--- src/rtl/core/h264rtp_pkg.sv ---
`timescale 1ns / 1ps
// ----------------------------------------------------------------------------
// H.264 RTP packetizer package
// Types and constants shared by the front end, the queue and the back end.
// ----------------------------------------------------------------------------
package h264rtp_pkg;

   // Length fields and fragment fill counts stay below 2048 for any
   // packet limit up to 1500 bytes.
   localparam int LEN_BITS    = 11;
   localparam int FILL_BITS   = 11;
   localparam int QUEUE_DEPTH = 4;

   localparam int START_CODE_BYTES = 4;
   localparam int MIN_FRAME_BYTES  = 5;
   localparam int RTP_HDR_BYTES    = 12;
   localparam int TCP_HDR_BYTES    = 16;
   localparam int FU_HDR_BYTES     = 2;

   localparam logic [7:0] NRI_MASK      = 8'h60;
   localparam logic [7:0] NAL_TYPE_MASK = 8'h1f;
   localparam logic [7:0] FU_A_TYPE     = 8'd28;
   localparam logic [7:0] FU_START_BIT  = 8'h80;
   localparam logic [7:0] FU_END_BIT    = 8'h40;

   // Configuration register indexes.
   localparam logic REG_TRANSPORT_TCP = 1'b0;
   localparam logic REG_SOURCE_ID     = 1'b1;

   // What header, if any, goes out in front of a queued payload byte.
   typedef enum logic [1:0] {
      PKT_NONE,
      PKT_SINGLE,
      PKT_FU
   } pkt_kind_type;

   // One payload byte, with the header fields of the packet when it opens one.
   typedef struct packed {
      logic [7:0]          data;
      logic                pkt_end;
      logic                frame_end;
      pkt_kind_type        kind;
      logic                marker;
      logic [LEN_BITS-1:0] length;
      logic [15:0]         seq;
      logic [31:0]         ts;
      logic [7:0]          fu_ind;
      logic [7:0]          fu_hdr;
   } entry_type;

endpackage

--- src/rtl/core/h264rtp_front.sv ---
`timescale 1ns / 1ps
// ----------------------------------------------------------------------------
// H.264 RTP packetizer front end
// Tracks the frame position, drops the start code, makes the single/FU-A
// decision and turns each NAL byte into a queue entry with its header fields.
// ----------------------------------------------------------------------------
module h264rtp_front #(
   parameter int TCP_SEGMENT_BYTES = 1460,
   parameter int UDP_PACKET_BYTES  = 1472,
   parameter int FRAME_SIZE_BITS   = 20
) (
   input  logic                       clock,
   input  logic                       reset,
   input  logic                       transport_tcp,
   input  logic                       req_valid,
   output logic                       req_ready,
   input  logic [7:0]                 req_data_byte,
   input  logic [FRAME_SIZE_BITS-1:0] req_frame_size,
   input  logic [31:0]                req_timestamp,
   output logic                       push_valid,
   input  logic                       push_ready,
   output h264rtp_pkg::entry_type     push_entry
);

   localparam int SZ = FRAME_SIZE_BITS;
   localparam int LB = h264rtp_pkg::LEN_BITS;
   localparam int FB = h264rtp_pkg::FILL_BITS;
   localparam int TCP_MAX = TCP_SEGMENT_BYTES - h264rtp_pkg::TCP_HDR_BYTES;
   localparam int UDP_MAX = UDP_PACKET_BYTES - h264rtp_pkg::RTP_HDR_BYTES;

   logic [SZ-1:0] pos_ff, pos_in;
   logic [15:0]   seq_ff, seq_in;
   logic [7:0]    nal_ff, nal_in;
   logic [FB-1:0] fill_ff, fill_in;
   logic          frag_ff, frag_in;
   logic [31:0]   ts_ff, ts_in;

   logic [LB-1:0] payload_max;
   logic [FB-1:0] frag_len;
   logic [FB-1:0] fill_next;
   logic [LB-1:0] fu_len;
   logic [SZ-1:0] size_eff;
   logic [SZ:0]   rem;
   logic          last;
   logic          nal_big;
   logic          end_frag;
   logic          emit;
   logic          accept;

   assign payload_max = transport_tcp ? LB'(TCP_MAX) : LB'(UDP_MAX);
   assign frag_len    = transport_tcp ? FB'(TCP_MAX - h264rtp_pkg::FU_HDR_BYTES)
                                      : FB'(UDP_MAX - h264rtp_pkg::FU_HDR_BYTES);

   assign size_eff = (req_frame_size < SZ'(h264rtp_pkg::MIN_FRAME_BYTES)) ?
                     SZ'(h264rtp_pkg::MIN_FRAME_BYTES) : req_frame_size;
   assign last     = ({1'b0, pos_ff} + (SZ+1)'(1)) >= {1'b0, size_eff};
   assign nal_big  = {1'b0, size_eff} >
                     ((SZ+1)'(payload_max) + (SZ+1)'(h264rtp_pkg::START_CODE_BYTES));

   // A negative remainder (size shrunk below the position) counts as large.
   assign rem       = {1'b0, size_eff} - {1'b0, pos_ff};
   assign end_frag  = !rem[SZ] && (rem[SZ-1:0] <= SZ'(frag_len));
   assign fu_len    = end_frag ? rem[LB-1:0] : LB'(frag_len);
   assign fill_next = fill_ff + FB'(1);

   assign accept     = req_valid && push_ready;
   assign req_ready  = push_ready;
   assign push_valid = req_valid && emit;

   always_comb begin
      pos_in  = pos_ff;
      seq_in  = seq_ff;
      nal_in  = nal_ff;
      fill_in = fill_ff;
      frag_in = frag_ff;
      ts_in   = ts_ff;
      emit    = 1'b0;

      push_entry           = '0;
      push_entry.data      = req_data_byte;
      push_entry.kind      = h264rtp_pkg::PKT_NONE;
      push_entry.ts        = ts_ff;
      push_entry.pkt_end   = last;
      push_entry.frame_end = last;

      if (pos_ff == '0) begin
         ts_in = req_timestamp;
      end

      if (pos_ff < SZ'(h264rtp_pkg::START_CODE_BYTES)) begin
         emit = 1'b0;
      end else if (pos_ff == SZ'(h264rtp_pkg::START_CODE_BYTES)) begin
         nal_in  = req_data_byte;
         fill_in = '0;
         if (nal_big) begin
            frag_in = 1'b1;
         end else begin
            frag_in           = 1'b0;
            seq_in            = seq_ff + 16'd1;
            emit              = 1'b1;
            push_entry.kind   = h264rtp_pkg::PKT_SINGLE;
            push_entry.length = size_eff[LB-1:0] +
               LB'(h264rtp_pkg::RTP_HDR_BYTES - h264rtp_pkg::START_CODE_BYTES);
         end
      end else if (!frag_ff) begin
         emit = 1'b1;
      end else begin
         emit = 1'b1;
         if (fill_ff == '0) begin
            seq_in            = seq_ff + 16'd1;
            push_entry.kind   = h264rtp_pkg::PKT_FU;
            push_entry.marker = end_frag;
            push_entry.length = fu_len +
               LB'(h264rtp_pkg::RTP_HDR_BYTES + h264rtp_pkg::FU_HDR_BYTES);
            push_entry.fu_ind = (nal_ff & h264rtp_pkg::NRI_MASK) | h264rtp_pkg::FU_A_TYPE;
            push_entry.fu_hdr =
               ((pos_ff == SZ'(h264rtp_pkg::MIN_FRAME_BYTES)) ? h264rtp_pkg::FU_START_BIT
                                                              : 8'h00) |
               (end_frag ? h264rtp_pkg::FU_END_BIT : 8'h00) |
               (nal_ff & h264rtp_pkg::NAL_TYPE_MASK);
         end
         push_entry.pkt_end = last || (fill_next >= frag_len);
         fill_in = push_entry.pkt_end ? '0 : fill_next;
      end

      push_entry.seq = seq_in;

      if (last) begin
         pos_in  = '0;
         fill_in = '0;
         frag_in = 1'b0;
      end else begin
         pos_in = pos_ff + SZ'(1);
      end
   end

   always_ff @(posedge clock) begin
      if (reset) begin
         pos_ff  <= '0;
         seq_ff  <= '0;
         nal_ff  <= '0;
         fill_ff <= '0;
         frag_ff <= 1'b0;
         ts_ff   <= '0;
      end else if (accept) begin
         pos_ff  <= pos_in;
         seq_ff  <= seq_in;
         nal_ff  <= nal_in;
         fill_ff <= fill_in;
         frag_ff <= frag_in;
         ts_ff   <= ts_in;
      end
   end

endmodule

--- src/rtl/core/h264rtp_queue.sv ---
`timescale 1ns / 1ps
// ----------------------------------------------------------------------------
// H.264 RTP packetizer entry queue
// Small register FIFO between the front end and the back end.
// ----------------------------------------------------------------------------
module h264rtp_queue (
   input  logic                   clock,
   input  logic                   reset,
   input  logic                   push_valid,
   output logic                   push_ready,
   input  h264rtp_pkg::entry_type push_entry,
   output logic                   pop_valid,
   input  logic                   pop_ready,
   output h264rtp_pkg::entry_type pop_entry
);

   localparam int DEPTH = h264rtp_pkg::QUEUE_DEPTH;
   localparam int PB    = $clog2(DEPTH);

   h264rtp_pkg::entry_type slot_ff [DEPTH];
   logic [PB-1:0] wr_ptr_ff, wr_ptr_in;
   logic [PB-1:0] rd_ptr_ff, rd_ptr_in;
   logic [PB:0]   count_ff, count_in;
   logic          do_push;
   logic          do_pop;

   assign push_ready = count_ff != (PB+1)'(DEPTH);
   assign pop_valid  = count_ff != '0;
   assign pop_entry  = slot_ff[rd_ptr_ff];
   assign do_push    = push_valid && push_ready;
   assign do_pop     = pop_valid && pop_ready;

   always_comb begin
      wr_ptr_in = do_push ? wr_ptr_ff + PB'(1) : wr_ptr_ff;
      rd_ptr_in = do_pop ? rd_ptr_ff + PB'(1) : rd_ptr_ff;
      count_in  = count_ff + (PB+1)'(do_push) - (PB+1)'(do_pop);
   end

   always_ff @(posedge clock) begin
      if (reset) begin
         wr_ptr_ff <= '0;
         rd_ptr_ff <= '0;
         count_ff  <= '0;
      end else begin
         wr_ptr_ff <= wr_ptr_in;
         rd_ptr_ff <= rd_ptr_in;
         count_ff  <= count_in;
      end
   end

   always_ff @(posedge clock) begin
      if (do_push) begin
         slot_ff[wr_ptr_ff] <= push_entry;
      end
   end

endmodule

--- src/rtl/core/h264rtp_back.sv ---
`timescale 1ns / 1ps
// ----------------------------------------------------------------------------
// H.264 RTP packetizer back end
// Walks the head entry of the queue one output byte per cycle while rsp_ready
// allows: interleave prefix, RTP header, FU-A bytes, then the payload byte.
// ----------------------------------------------------------------------------
module h264rtp_back (
   input  logic                   clock,
   input  logic                   reset,
   input  logic                   transport_tcp,
   input  logic [31:0]            stream_source_id,
   input  logic                   head_valid,
   output logic                   head_pop,
   input  h264rtp_pkg::entry_type head,
   output logic                   rsp_valid,
   input  logic                   rsp_ready,
   output logic [7:0]             rsp_out_byte,
   output logic                   rsp_packet_end,
   output logic                   rsp_frame_end
);

   localparam logic [4:0] STEP_MAGIC   = 5'd0;
   localparam logic [4:0] STEP_CHANNEL = 5'd1;
   localparam logic [4:0] STEP_LEN_HI  = 5'd2;
   localparam logic [4:0] STEP_LEN_LO  = 5'd3;
   localparam logic [4:0] STEP_VERSION = 5'd4;
   localparam logic [4:0] STEP_PTYPE   = 5'd5;
   localparam logic [4:0] STEP_SEQ_HI  = 5'd6;
   localparam logic [4:0] STEP_SEQ_LO  = 5'd7;
   localparam logic [4:0] STEP_TS_3    = 5'd8;
   localparam logic [4:0] STEP_TS_2    = 5'd9;
   localparam logic [4:0] STEP_TS_1    = 5'd10;
   localparam logic [4:0] STEP_TS_0    = 5'd11;
   localparam logic [4:0] STEP_SRC_3   = 5'd12;
   localparam logic [4:0] STEP_SRC_2   = 5'd13;
   localparam logic [4:0] STEP_SRC_1   = 5'd14;
   localparam logic [4:0] STEP_SRC_0   = 5'd15;
   localparam logic [4:0] STEP_FU_IND  = 5'd16;
   localparam logic [4:0] STEP_FU_HDR  = 5'd17;
   localparam logic [4:0] STEP_DATA    = 5'd16;
   localparam logic [4:0] STEP_FU_DATA = 5'd18;

   localparam logic [7:0] MAGIC_BYTE   = 8'h24;
   localparam logic [7:0] CHANNEL_BYTE = 8'h00;
   localparam logic [7:0] VERSION_BYTE = 8'h80;
   localparam logic [6:0] PAYLOAD_TYPE = 7'd96;

   logic       valid_ff;
   logic [7:0] byte_ff;
   logic       pkt_end_ff;
   logic       frame_end_ff;
   logic       started_ff;
   logic [4:0] step_ff;

   logic [4:0] start_step;
   logic [4:0] data_step;
   logic [4:0] step;
   logic       at_data;
   logic       load;
   logic       emit;
   logic [7:0] byte_sel;
   logic       is_fu;

   assign is_fu = head.kind == h264rtp_pkg::PKT_FU;

   // Plain payload bytes skip the header; UDP packets skip the interleave prefix.
   always_comb begin
      if (head.kind == h264rtp_pkg::PKT_NONE) begin
         start_step = STEP_DATA;
      end else if (transport_tcp) begin
         start_step = STEP_MAGIC;
      end else begin
         start_step = STEP_VERSION;
      end
   end

   assign data_step = is_fu ? STEP_FU_DATA : STEP_DATA;
   assign step      = started_ff ? step_ff : start_step;
   assign at_data   = step == data_step;
   assign load      = !valid_ff || rsp_ready;
   assign emit      = head_valid && load;
   assign head_pop  = emit && at_data;

   always_comb begin
      case (step)
         STEP_MAGIC:   byte_sel = MAGIC_BYTE;
         STEP_CHANNEL: byte_sel = CHANNEL_BYTE;
         STEP_LEN_HI:  byte_sel = 8'(head.length >> 8);
         STEP_LEN_LO:  byte_sel = head.length[7:0];
         STEP_VERSION: byte_sel = VERSION_BYTE;
         STEP_PTYPE:   byte_sel = {head.marker, PAYLOAD_TYPE};
         STEP_SEQ_HI:  byte_sel = head.seq[15:8];
         STEP_SEQ_LO:  byte_sel = head.seq[7:0];
         STEP_TS_3:    byte_sel = head.ts[31:24];
         STEP_TS_2:    byte_sel = head.ts[23:16];
         STEP_TS_1:    byte_sel = head.ts[15:8];
         STEP_TS_0:    byte_sel = head.ts[7:0];
         STEP_SRC_3:   byte_sel = stream_source_id[31:24];
         STEP_SRC_2:   byte_sel = stream_source_id[23:16];
         STEP_SRC_1:   byte_sel = stream_source_id[15:8];
         STEP_SRC_0:   byte_sel = stream_source_id[7:0];
         STEP_FU_IND:  byte_sel = is_fu ? head.fu_ind : head.data;
         STEP_FU_HDR:  byte_sel = head.fu_hdr;
         STEP_FU_DATA: byte_sel = head.data;
         default:      byte_sel = 8'h00;
      endcase
   end

   always_ff @(posedge clock) begin
      if (reset) begin
         valid_ff   <= 1'b0;
         started_ff <= 1'b0;
         step_ff    <= '0;
      end else begin
         if (load) begin
            valid_ff <= head_valid;
         end
         if (emit) begin
            started_ff <= !at_data;
            step_ff    <= step + 5'd1;
         end
      end
   end

   always_ff @(posedge clock) begin
      if (emit) begin
         byte_ff      <= byte_sel;
         pkt_end_ff   <= at_data && head.pkt_end;
         frame_end_ff <= at_data && head.frame_end;
      end
   end

   assign rsp_valid      = valid_ff;
   assign rsp_out_byte   = byte_ff;
   assign rsp_packet_end = pkt_end_ff;
   assign rsp_frame_end  = frame_end_ff;

endmodule

--- src/rtl/core/h264_rtp_packetizer.sv ---
`timescale 1ns / 1ps
// ----------------------------------------------------------------------------
// H.264 RTP packetizer
// Turns an Annex B frame (start code plus one NAL unit) into a byte stream of
// RTP packets, single NAL unit or FU-A fragments, with optional TCP framing.
// ----------------------------------------------------------------------------
// Usage:
// The req_ channel carries one frame byte per beat, with the frame size and
// timestamp alongside every beat. The rsp_ channel carries one packet byte
// per beat, flagged by rsp_packet_end and rsp_frame_end. The csr_ channel
// writes transport_tcp (index 0) and stream_source_id (index 1); write it
// only while the block has drained, since queued bytes pick up the new
// settings when they leave.
// The back end sends one byte per cycle while entries are queued and the
// receiver takes them. The first payload byte of a packet follows its
// header, 12 bytes in UDP mode and 16 in TCP mode, plus 2 FU-A bytes. Start
// code bytes produce nothing. An item is registered in the queue, then its
// output byte in the output register. A four-entry queue lets the input keep
// running while the back end emits a header or the receiver stalls; when it
// fills, req_ready drops. A stalled rsp beat holds its byte.
// Reset clears the frame position, sequence number and queue, and sets
// transport_tcp to 1 and stream_source_id to 0.
// ----------------------------------------------------------------------------
module h264_rtp_packetizer #(
   parameter int TCP_SEGMENT_BYTES = 1460,
   parameter int UDP_PACKET_BYTES  = 1472,
   parameter int FRAME_SIZE_BITS   = 20
) (
   input  logic                       clock,
   input  logic                       reset,
   input  logic                       csr_valid,
   output logic                       csr_ready,
   input  logic                       csr_index,
   input  logic [31:0]                csr_wdata,
   input  logic                       req_valid,
   output logic                       req_ready,
   input  logic [7:0]                 req_data_byte,
   input  logic [FRAME_SIZE_BITS-1:0] req_frame_size,
   input  logic [31:0]                req_timestamp,
   output logic                       rsp_valid,
   input  logic                       rsp_ready,
   output logic [7:0]                 rsp_out_byte,
   output logic                       rsp_packet_end,
   output logic                       rsp_frame_end
);

   logic        tcp_ff;
   logic [31:0] ssrc_ff;

   logic                   push_valid;
   logic                   push_ready;
   h264rtp_pkg::entry_type push_entry;
   logic                   head_valid;
   logic                   head_pop;
   h264rtp_pkg::entry_type head;

   assign csr_ready = 1'b1;

   always_ff @(posedge clock) begin
      if (reset) begin
         tcp_ff  <= 1'b1;
         ssrc_ff <= '0;
      end else if (csr_valid) begin
         case (csr_index)
            h264rtp_pkg::REG_TRANSPORT_TCP: tcp_ff  <= csr_wdata[0];
            h264rtp_pkg::REG_SOURCE_ID:     ssrc_ff <= csr_wdata;
            default:                        tcp_ff  <= tcp_ff;
         endcase
      end
   end

   h264rtp_front #(
      .TCP_SEGMENT_BYTES (TCP_SEGMENT_BYTES),
      .UDP_PACKET_BYTES  (UDP_PACKET_BYTES),
      .FRAME_SIZE_BITS   (FRAME_SIZE_BITS)
   ) u_front (
      .clock          (clock),
      .reset          (reset),
      .transport_tcp  (tcp_ff),
      .req_valid      (req_valid),
      .req_ready      (req_ready),
      .req_data_byte  (req_data_byte),
      .req_frame_size (req_frame_size),
      .req_timestamp  (req_timestamp),
      .push_valid     (push_valid),
      .push_ready     (push_ready),
      .push_entry     (push_entry)
   );

   h264rtp_queue u_queue (
      .clock      (clock),
      .reset      (reset),
      .push_valid (push_valid),
      .push_ready (push_ready),
      .push_entry (push_entry),
      .pop_valid  (head_valid),
      .pop_ready  (head_pop),
      .pop_entry  (head)
   );

   h264rtp_back u_back (
      .clock            (clock),
      .reset            (reset),
      .transport_tcp    (tcp_ff),
      .stream_source_id (ssrc_ff),
      .head_valid       (head_valid),
      .head_pop         (head_pop),
      .head             (head),
      .rsp_valid        (rsp_valid),
      .rsp_ready        (rsp_ready),
      .rsp_out_byte     (rsp_out_byte),
      .rsp_packet_end   (rsp_packet_end),
      .rsp_frame_end    (rsp_frame_end)
   );

endmodule

--- config.mk ---
export PLATFORM = sky130hd
export DESIGN_NAME = h264_rtp_packetizer
export DESIGN_NICKNAME = d
export VERILOG_FILES = /design/src/rtl/core/h264rtp_pkg.sv /design/src/rtl/core/h264rtp_front.sv /design/src/rtl/core/h264rtp_queue.sv /design/src/rtl/core/h264rtp_back.sv /design/src/rtl/core/h264_rtp_packetizer.sv
export SDC_FILE = /design/constraint.sdc
export NUM_CORES = 1
export LEC_CHECK = 0
export BUFFER_PORTS_ARGS = -buffer_cell sky130_fd_sc_hd__buf_2
export CORE_UTILIZATION = 64
export CTS_BUF_LIST = sky130_fd_sc_hd__clkbuf_2
export CTS_CLUSTER_DIAMETER = 200
export CTS_CLUSTER_SIZE = 14
export DETAILED_ROUTE_END_ITERATION = 16
export PLACE_DENSITY = 0.83
export SYNTH_ARGS = -nofsm -noshare
export SYNTH_HDL_FRONTEND = slang
export SYNTH_HIERARCHICAL = 1
export SYNTH_SLANG_ARGS = --single-unit
--- constraint.sdc ---
create_clock -name clock -period 8.97 [get_ports clock]
set_input_delay 0.897 -clock clock [delete_from_list [all_inputs] [get_ports clock]]
set_output_delay 0.897 -clock clock [all_outputs]
set_load 0.005 [all_outputs]
Word-level counts from Yosys, hierarchy flattened
Memory sizes are Yosys's and may differ from the RTL's. A register that Yosys moved wholly into a read port is not among the register bits.
Index checks and enable logic that the tools add are counted.
- input port bits: 98
- bits in registers: 144
- memory bits (writable): 352
- memories: 1
- memory list (memory ; words ; width ; rd ports ; clocked after Yosys merged registers in ; wr ports ; RTL line ; source):
    u_queue.slot_ff ; 4 ; 88 ; 1 ; 1 ; 1 ; h264rtp_queue.sv:20 ; h264rtp_pkg::entry_type slot_ff [DEPTH];
- equal/unequal tests: 23
- add/subtract/negate cells: 13
- bitwise operators: 4
- muxes and demuxes: 49
- reduce and logical (&&, ||, !) cells: 27
- $lt $le $gt $ge: 6
- operators by type and width (kind ; count):
    8-bit case mux with 18 select lines ; 1
    16-bit two-way mux ; 8
    11-bit two-way mux ; 8
    14-bit two-way mux ; 3
    20-bit by 3-bit == test with 1-bit output (second input constant) ; 2
    5-bit by 4-bit == test with 1-bit output (second input constant) ; 8
    20-bit by 3-bit < comparator with 1-bit output (second input constant) ; 2
    20-bit two-way mux ; 2
    11-bit by 4-bit adder with 11-bit output (second input constant) ; 2
    20-bit by 1-bit adder with 21-bit output (second input constant) ; 1
    21-bit by 20-bit >= comparator with 1-bit output ; 1
    20-bit by 21-bit > comparator with 1-bit output ; 1
    20-bit by 20-bit subtractor with 21-bit output ; 1
    20-bit by 1-bit adder with 20-bit output (second input constant) ; 1
    5-bit by 3-bit == test with 1-bit output (second input constant) ; 4
    20-bit by 11-bit <= comparator with 1-bit output ; 1
    20-bit zero test ; 1
    5-bit two-way mux ; 4
    16-bit by 1-bit adder with 16-bit output (second input constant) ; 1
    8-bit two-way mux ; 2
    5-bit == test (second input constant) ; 3
    15-bit two-way mux ; 1
    1-bit two-way mux ; 14
    11-bit by 3-bit adder with 12-bit output (second input constant) ; 1
    27 further kinds ; 49

Depth between registers and ports, before layout
Gate-level depths: netlist of run 1.
- depth in word-level cells: 12
- depth in mapped cells: 25

Cells and area by module
The synthesis of run 1 kept the hierarchy.
- by module, submodules not included (module ; area each (µm²) ; seq. area each (µm²) ; instances ; cells an instance):
    h264rtp_queue ; 13151.4 ; 10750.3 ; 1 ; 509
    h264rtp_front ; 7014.2 ; 1741.7 ; 1 ; 942
    h264rtp_back ; 1934.4 ; 440.4 ; 1 ; 253
    h264_rtp_packetizer ; 1531.5 ; 660.6 ; 1 ; 153

Worst setup path after synthesis of run 1
OpenSTA, ideal clock, no wires.
- path type: input -> register
- start point: input port req_frame_size[15]
- end point: memory u_queue/slot_ff[0][73] (netlist name), data pin
- buffers on the path: 0
- setup slack: 3.126 ns
- required time: 8.704 ns
- arrival: 5.578 ns
- stages on the path: 23
- cell sequence: nor4_2 nand4_1 nor3_1 a21o_1 inv_1 ha_1 fa_1 nor2b_1 o21ai_0 xnor2_1 ha_1 nand2b_1 mux2i_1 a311o_1 a21boi_1 a31oi_4 and2_2 ha_1 a21boi_0 nand2b_1 nor4bb_1 xor2_1 a22o_1
- RTL lines (what ; RTL line ; source):
    from (decl) ; h264_rtp_packetizer.sv:38 ; input logic [FRAME_SIZE_BITS-1:0] req_frame_size,
    to (decl) ; h264rtp_queue.sv:20 ;

==> metrics.md, run 1 <==
| Metric | Value |
|---|---|
| Standard-cell rows | `70` |
| Post-synthesis cell type count | `102` |
| P_sw | `0.838 mW` |
| Number of global-route vias before repair | `15.2k` |
| Setup TNS after final layout | `0 ns` |
| Pwr/cell area | `148 nW/um^2` |
| Top cells by area, synth | `edfxtp_1 46%, dfxtp_1 12%, mux4_2 8.4%` |
| Max clock buf depth | `3` |
| Clk root buf | `clkbuf_2` |
| Synth Area in XOR/XNOR | `3.04%` |
| GPL Wtd Cong | `0.933` |
| Total power | `3.62 mW` |
| Critical Path, Cell by Cell | `buf_2, nor4_2, nand4_1, nor3_1, a21o_1, inv_1, ha_1, fa_1, nor2b_1, o21ai_0, xnor2_1, ha_1, nand2b_1, mux2i_1, a311o_1, a21boi_1, a31oi_4, and2_2, ha_1, a21boi_0, nand2b_1, nor4bb_1, xor2_1, a22o_1` |
| DRC viols | `0` |
| Clock latency on the worst-skew pair | `0.93 ns` |
| Detailed Place HPWL | `36.6 mm` |
| Combinational Power Share | `6.0%` |
| Critical path's largest stage delay | `0.41 ns` |
| Routed WL per cell | `22.8 um` |
| Placed cells | `2312` |
| Worst slew pin tran | `1.09 ns` |
| Top cells by count, synth | `362 x edfxtp_1, 173 x nand2_1, 136 x dfxtp_1, 103 x a21oi_1, 89 x nor2_1` |
| Layout Cells excl Fill | `2389` |
| Iter 0 DRT Violations | `1652` |
| Share of cells above drive strength 1 | `18.4%` |
| WP data required | `9.60 ns` |
| Final Max Tran Viols | `0` |
| Gr usage total | `28.9%` |
| Post-Synth Simple-Gate Area | `10.8%` |
| Post-synthesis compound-gate area fraction | `11.0%` |
| I/O Buffers | `109` |
| Sw frac | `23.1%` |
| Clk slew on worst S/H paths | `0.26 ns` |
| Max transition margin | `27.2%` |
| Slowest-stage cell, CP | `fa_1` |
| Internal power | `2.79 mW` |
| Crit end category | `flop` |
| Warnings, synthesis | `6` |
| Most frequent cell after synthesis | `edfxtp_1` |
| CTS sink count | `498` |
| Fin. Hold Viols | `0` |
| Via Count | `15.6k` |
| WS Path Type | `input port to flop` |
| Final ANT Viol Nets | `0` |
| CP Buf/Inv Count | `2` |
| Cell leakage power | `8.37 nW` |
| Post-synth top flop | `edfxtp_1` |
| Multiplexer area fraction after synthesis | `9.93%` |
| Gate Count Post-Synth | `1857` |
| EDFF count, synth | `362` |
| Final Setup Violations | `0` |
| RSZ-0062 raised after global routing | `no` |
| Largest net degree at the start of global routing | `77` |
| Fill count | `2560` |
| Clock skew | `0.0905 ns` |
| CTS tree | `yes` |
| Starting density of the core | `64.9%` |
| Dominant cell type by area after synthesis | `edfxtp_1` |
| # IOs | `111` |
| Cell mode on critical path | `ha_1` |
| Final worst-path cycle share | `65.2%` |
| DR pass1 iterations | `6` |
| Vias per Instance | `6.52` |
| Area Growth Syn to Fin | `3.92%` |
| Core area | `36400 um^2` |
| Power share of the sequential group | `68.8%` |
| Main combinational cell family by area after synthesis | `compound AO/OA/AOI/OAI gates` |
| WP data arrival | `6.48 ns` |
| Hold WS | `0.188 ns` |
| Synth top area share | `46.0%` |
| Synth Cell Area | `23600 um^2` |
| Die X | `194 um` |
| Final Core Density | `67.4%` |
| H-Tree Depth | `2` |
| Synth Register Bits | `498` |
| PostCTS Resize Cnt | `0` |
| Outcome | `complete, no violations` |
| Initial antenna violation count | `5` |
| Final min period | `5.85 ns` |
| CP Max Fanout | `9` |
| Routed WL | `54.5 mm` |
| Ys async rst share | `0%` |
| Hold Path Class | `input port to flop` |
| Kind of cell adding the most delay to the critical path | `simple AND/OR/NAND/NOR gates` |
| Total of max-cap violations | `0` |
| Maximum VDD drop | `0.0000936 V` |
| Clock share of power | `25.3%` |
| Sequential fraction of the synthesis area | `57.5%` |
| Grt ovf | `0` |
| Die height | `194 um` |
| Die ar. | `37700 um^2` |
| Max Freq | `171 MHz` |
| Total CTS buffers | `41` |
| Post-CTS setup buffers | `0` |
| First-pass GRT wire length | `84.7 mm` |
| Synth Area per Inst | `12.7 um^2` |
| Adder-Cell Fraction of Synth Area | `3.33%` |
| CTS Hold Bufs | `0` |
| Fin nets | `2044` |
| CP Launch Type | `input port` |
[state kept, by name, summed over array words and instances, names as in the netlist, 2 cells and up, named ones only]
register and count:
u_front/fill_ff 11, u_queue/count_ff 3, u_front/ts_ff 32, u_front/seq_ff 16
u_back/rsp_out_byte 8, ssrc_ff 32, u_front/nal_ff 7, u_queue/slot_ff 352
u_front/pos_ff 20, u_queue/wr_ptr_ff 2, u_queue/rd_ptr_ff 2, u_back/step_ff 5
[cells by family (layout without fill, tap and decap cells)]
| group | after synthesis | count (layout) |
|---|---|---|
| AND/OR/NAND/NOR | 520 | 520 |
| flip-flops | 498 | 498 |
| XOR/XNOR | 82 | 82 |
| buffers and inverters | 208 | 266 |
| multiplexers | 123 | 123 |
| adder cells (fa/ha/maj) | 62 | 62 |
| AO/OA/AOI/OAI | 362 | 362 |
| other | 2 | 8 |
[worst min-delay path: cells and delay by family]
kind / cells / cell delay, ns
compound gates: 1 / 0.05
buf+inv: 1 / 0.10
simple gates: 1 / 0.05
[cells in the final DEF, fill, tap and decap left out, types with 27 or more instances in the layout]
| cell type | netlist | routed |
|---|---|---|
| a21bo_1 | 32 | 32 |
| a21oi_1 | 103 | 103 |
| buf_2 | 33 | 108 |
| clkbuf_2 | 1 | 72 |
| dfxtp_1 | 136 | 134 |
| edfxtp_1 | 362 | 362 |
| ha_1 | 57 | 57 |
| inv_1 | 63 | 63 |
| mux2i_1 | 27 | 27 |
| mux4_2 | 88 | 88 |
| nand2_1 | 173 | 173 |
| nand3_1 | 73 | 72 |
| nand4_1 | 28 | 28 |
| nor2_1 | 89 | 89 |
| nor3_1 | 27 | 27 |
| o21ai_0 | 54 | 54 |
| xnor2_1 | 52 | 52 |
| xor2_1 | 30 | 30 |
[stage by stage]
step           instance area, um^2  worst slack (ns)
4_1_cts                      24500              3.28
3_3_place_gp                 24200              2.53
6_report                     24600              3.12
5_1_grt                      24600              2.79
3_5_place_dp                 24200              2.29
2_1_floorplan                23600              3.13
[layer usage]
| layer | share of wire, % | vias to the layer above | track usage (%) | wire length, um |
|---|---|---|---|---|
| li1 | - | 7021 | - | - |
| met1 | 42 | 7704 | 41.4 | 22600 |
| met2 | 47 | 724 | 46.3 | 25800 |
| met3 | 8.2 | 127 | 3.97 | 4470 |
| met4 | 2.9 | 2 | 8.91 | 1600 |
| met5 | 0.035 | - | 0 | 19 |
[path summary, 6_finish.rpt]
check / startpoint / to / slack (ns) / cells past startpoint
setup / recovery: req_frame_size[15] / u_queue/slot_ff[0][73] / 3.12 / 24
hold reg to reg: u_front/ts_ff[7] / u_queue/slot_ff[1][23] / 0.49 / 0
setup reg to reg: u_front/pos_ff[0] / u_queue/slot_ff[0][73] / 3.89 / 18
hold / removal: req_timestamp[12] / u_front/ts_ff[12] / 0.19 / 3
[final cells by class]
class | count | area [um^2] | area share [%]
inverters | 66 | 248 | 1.01
diodes | 3 | 7.51 | 0.0306
multi-input cells | 1154 | 9040 | 36.8
repair buffers | 126 | 676 | 2.75
well taps | 468 | 586 | 2.38
clock inverters | 2 | 38.8 | 0.158
flip-flops and latches | 498 | 13600 | 55.4
clock buffers | 72 | 360 | 1.47
[power by group through the flow]
stage / Sequential (mW) / Clock [mW] / Combinational [mW]
floorplan: 2.53 / 0 / 0.151
global placement: 2.54 / 0 / 0.206
detailed placement: 2.54 / 0 / 0.212
CTS: 2.49 / 0.934 / 0.212
global route: 2.50 / 1.02 / 0.236
finish: 2.49 / 0.916 / 0.216
(Power assumes the default switching activity.)
==> run 2, diff against run 1 <==
clock period = 5.7 ns   (was 8.97 ns; I/O delays follow)
==> run 2 against run 1 <==
First-iteration DRC count rose by 4.0%. Final cell count rose by 4.1%. Sequential power rose by 57%. Cell area rose by 3.9%. Clock skew rose by 0.016 ns. Power rose by 59%. Flip-flop and latch count did not move. Clock power rose by 58%. Combinational power rose by 82%. Critical path depth rose by 2. Register-to-register slack got worse by 3.1 ns. Largest power group unchanged.
==> metrics.md, run 2 (synthesized netlist as in run 1, its figures left out) <==
| Metric | Value |
|---|---|
| RSZ-0062 raised after global routing | `no` |
| Final worst-path cycle share | `88.8%` |
| DR pass1 iterations | `6 (unchanged)` |
| Largest net degree at the start of global routing | `77 (unchanged)` |
| WP data required | `6.36 ns (-3.24 ns)` |
| Die ar. | `37700 um^2 (unchanged)` |
| Initial antenna violation count | `4 (-1)` |
| Iter 0 DRT Violations | `1718 (+4.0%)` |
| Pwr/cell area | `226 nW/um^2 (+53%)` |
| Max transition margin | `27.5% (+0.32 points)` |
| Grt ovf | `0 (unchanged)` |
| Layout Cells excl Fill | `2487 (+4.1%)` |
| Post-CTS setup buffers | `0 (unchanged)` |
| Max clock buf depth | `3 (unchanged)` |
| Fin. Hold Viols | `0 (unchanged)` |
| Gr usage total | `30.3% (+1.4 points)` |
| Crit end category | `flop` |
| Hold Path Class | `input port to flop` |
| Routed WL | `57.0 mm (+4.5%)` |
| Post-Place Worst Slack | `-0.144 ns (-2.44 ns)` |
| First-pass GRT wire length | `88.8 mm (+4.8%)` |
| Final Setup Violations | `0 (unchanged)` |
| CTS tree | `yes` |
| Fin nets | `2142 (+4.8%)` |
| CP Max Fanout | `8 (-1)` |
| Clock skew | `0.107 ns (+0.0162 ns)` |
| GPL Wtd Cong | `0.903 (-3.2%)` |
| WP data arrival | `5.72 ns (-0.76 ns)` |
| Worst slew pin tran | `1.09 ns (-0.00475 ns)` |
| Share of cells above drive strength 1 | `18.7% (+0.35 points)` |
| Clk root buf | `clkbuf_2` |
| H-Tree Depth | `2 (unchanged)` |
| Die X | `194 um (unchanged)` |
| # IOs | `111 (unchanged)` |
| Number of global-route vias before repair | `15.9k (+4.2%)` |
| Biggest regs | `u_queue/slot_ff: 352 flops, ssrc_ff: 32 flops, u_front/ts_ff: 32 flops` |
| Area Growth Syn to Fin | `8.02%` |
| Final instance area | `25500 um^2 (+3.9%)` |
| Vias per Instance | `6.49 (-0.39%)` |
| Placed cells | `2337 (+1.1%)` |
| Standard-cell rows | `70 (unchanged)` |
| Via Count | `16.2k (+3.7%)` |
| Final ANT Viol Nets | `0 (unchanged)` |
| I/O Buffers | `109 (unchanged)` |
| Max Freq | `198 MHz` |
| Clk slew on worst S/H paths | `0.24 ns (-0.02 ns)` |
| Core area | `36400 um^2 (unchanged)` |
| Total of max-cap violations | `0 (unchanged)` |
| Final WS setup | `0.637 ns (-2.48 ns)` |
| Setup TNS after final layout | `0 ns (unchanged)` |
| Routed WL per cell | `22.9 um (+0.43%)` |
| Detailed Place HPWL | `37.4 mm (+2.1%)` |
| Total CTS buffers | `41 (unchanged)` |
| Outcome | `complete, no violations` |
| Clock latency on the worst-skew pair | `0.95 ns (+0.02 ns)` |
| DRC viols | `0 (unchanged)` |
| Die height | `194 um (unchanged)` |
| Max reg flops | `352 (unchanged)` |
| Placed instance area | `24400 um^2 (+0.98%)` |
| Cell leakage power | `8.81 nW (+5.3%)` |
| Commonest non-fill, non-tap cell in the layout | `edfxtp_1` |
| CP Launch Type | `input port` |
| Maximum VDD drop | `0.000137 V (+47%)` |
| CTS sink count | `498 (unchanged)` |
| WS Path Type | `input port to flop` |
| Starting density of the core | `64.9% (unchanged)` |
| Most flop-heavy register | `u_queue/slot_ff` |
| Final Max Tran Viols | `0 (unchanged)` |
| Final Core Density | `70.1% (+2.7 points)` |
| Commonest cells after routing, fill and taps aside | `362 x edfxtp_1, 173 x nand2_1, 134 x dfxtp_1` |
| Final min period | `5.06 ns` |
## run 2: per-layer routing
metal / global-route usage (%) / routed length, um / part of all wire (%)
met2: 49.5 / 27200 / 48
met1: 42.3 / 22800 / 40
met5: 0 / 13 / 0.023
met3: 4.49 / 5270 / 9.3
met4: 9.67 / 1790 / 3.1
## run 2: power breakdown
| part | leakage, nW | switching (mW) | internal, mW |
|---|---|---|---|
| logic | 4.01 | 0.227 | 0.166 |
| registers | 4.48 | 0.0324 | 3.89 |
| clock network | 0.317 | 1.08 | 0.366 |
## run 2: worst max-delay path, cell delays in order
cell       delay (ns)
buf_2            0.12
nor3_1           0.33
nand4_1          0.23
nor3_1           0.24
buf_4            0.15
a21o_1           0.12
inv_1            0.04
ha_1             0.20
fa_1             0.40
nor2b_1          0.17
o2111ai_1        0.23
a31oi_4          0.33
a21boi_0         0.16
xnor2_1          0.16
a211oi_2         0.20
nand4_2          0.19
a31oi_4          0.19
buf_4            0.18
nand2b_1         0.08
ha_1             0.22
a21boi_0         0.27
nand2b_1         0.14
nor2_1           0.14
xnor2_1          0.12
a21o_2           0.25
a21oi_1          0.29
## run 2: repair_timing
item	CTS	global route
hold buffers	73	0
gates resized for setup	0	0
endpoints found under the hold margin	105	0
## run 2: stage by stage
step | total power [mW] | hold slack (ns)
after detailed placement | 4.34 | 0.464
after CTS | 5.77 | 0.105
final | 5.77 | 0.169
after global routing | 5.96 | 0.0950
after floorplan | 4.23 | 0.439
after global placement | 4.33 | 0.456
## run 2: worst paths after layout
| check | slack [ns] | cells past startpoint | end | startpoint |
|---|---|---|---|---|
| hold / removal | 0.17 | 2 | u_queue/slot_ff[3][67] | req_frame_size[3] |
| hold reg to reg | 0.49 | 2 | u_back/step_ff[1] | u_back/step_ff[1] |
| setup / recovery | 0.64 | 26 | u_queue/slot_ff[1][71] | req_frame_size[19] |
| setup reg to reg | 0.81 | 19 | u_queue/slot_ff[1][71] | u_front/pos_ff[9] |
## run 2: layout make-up
| type | instances | area [um^2] |
|---|---|---|
| Multi-Input combinational cell | 1154 | 9040 |
| Fill cell | 2431 | 10900 |
| Sequential cell | 498 | 13600 |
| Clock buffer | 72 | 360 |
| Clock inverter | 2 | 38.8 |
| Antenna cell | 3 | 7.51 |
| Timing Repair Buffer | 224 | 1640 |
| Inverter | 66 | 248 |
| Tap cell | 468 | 586 |
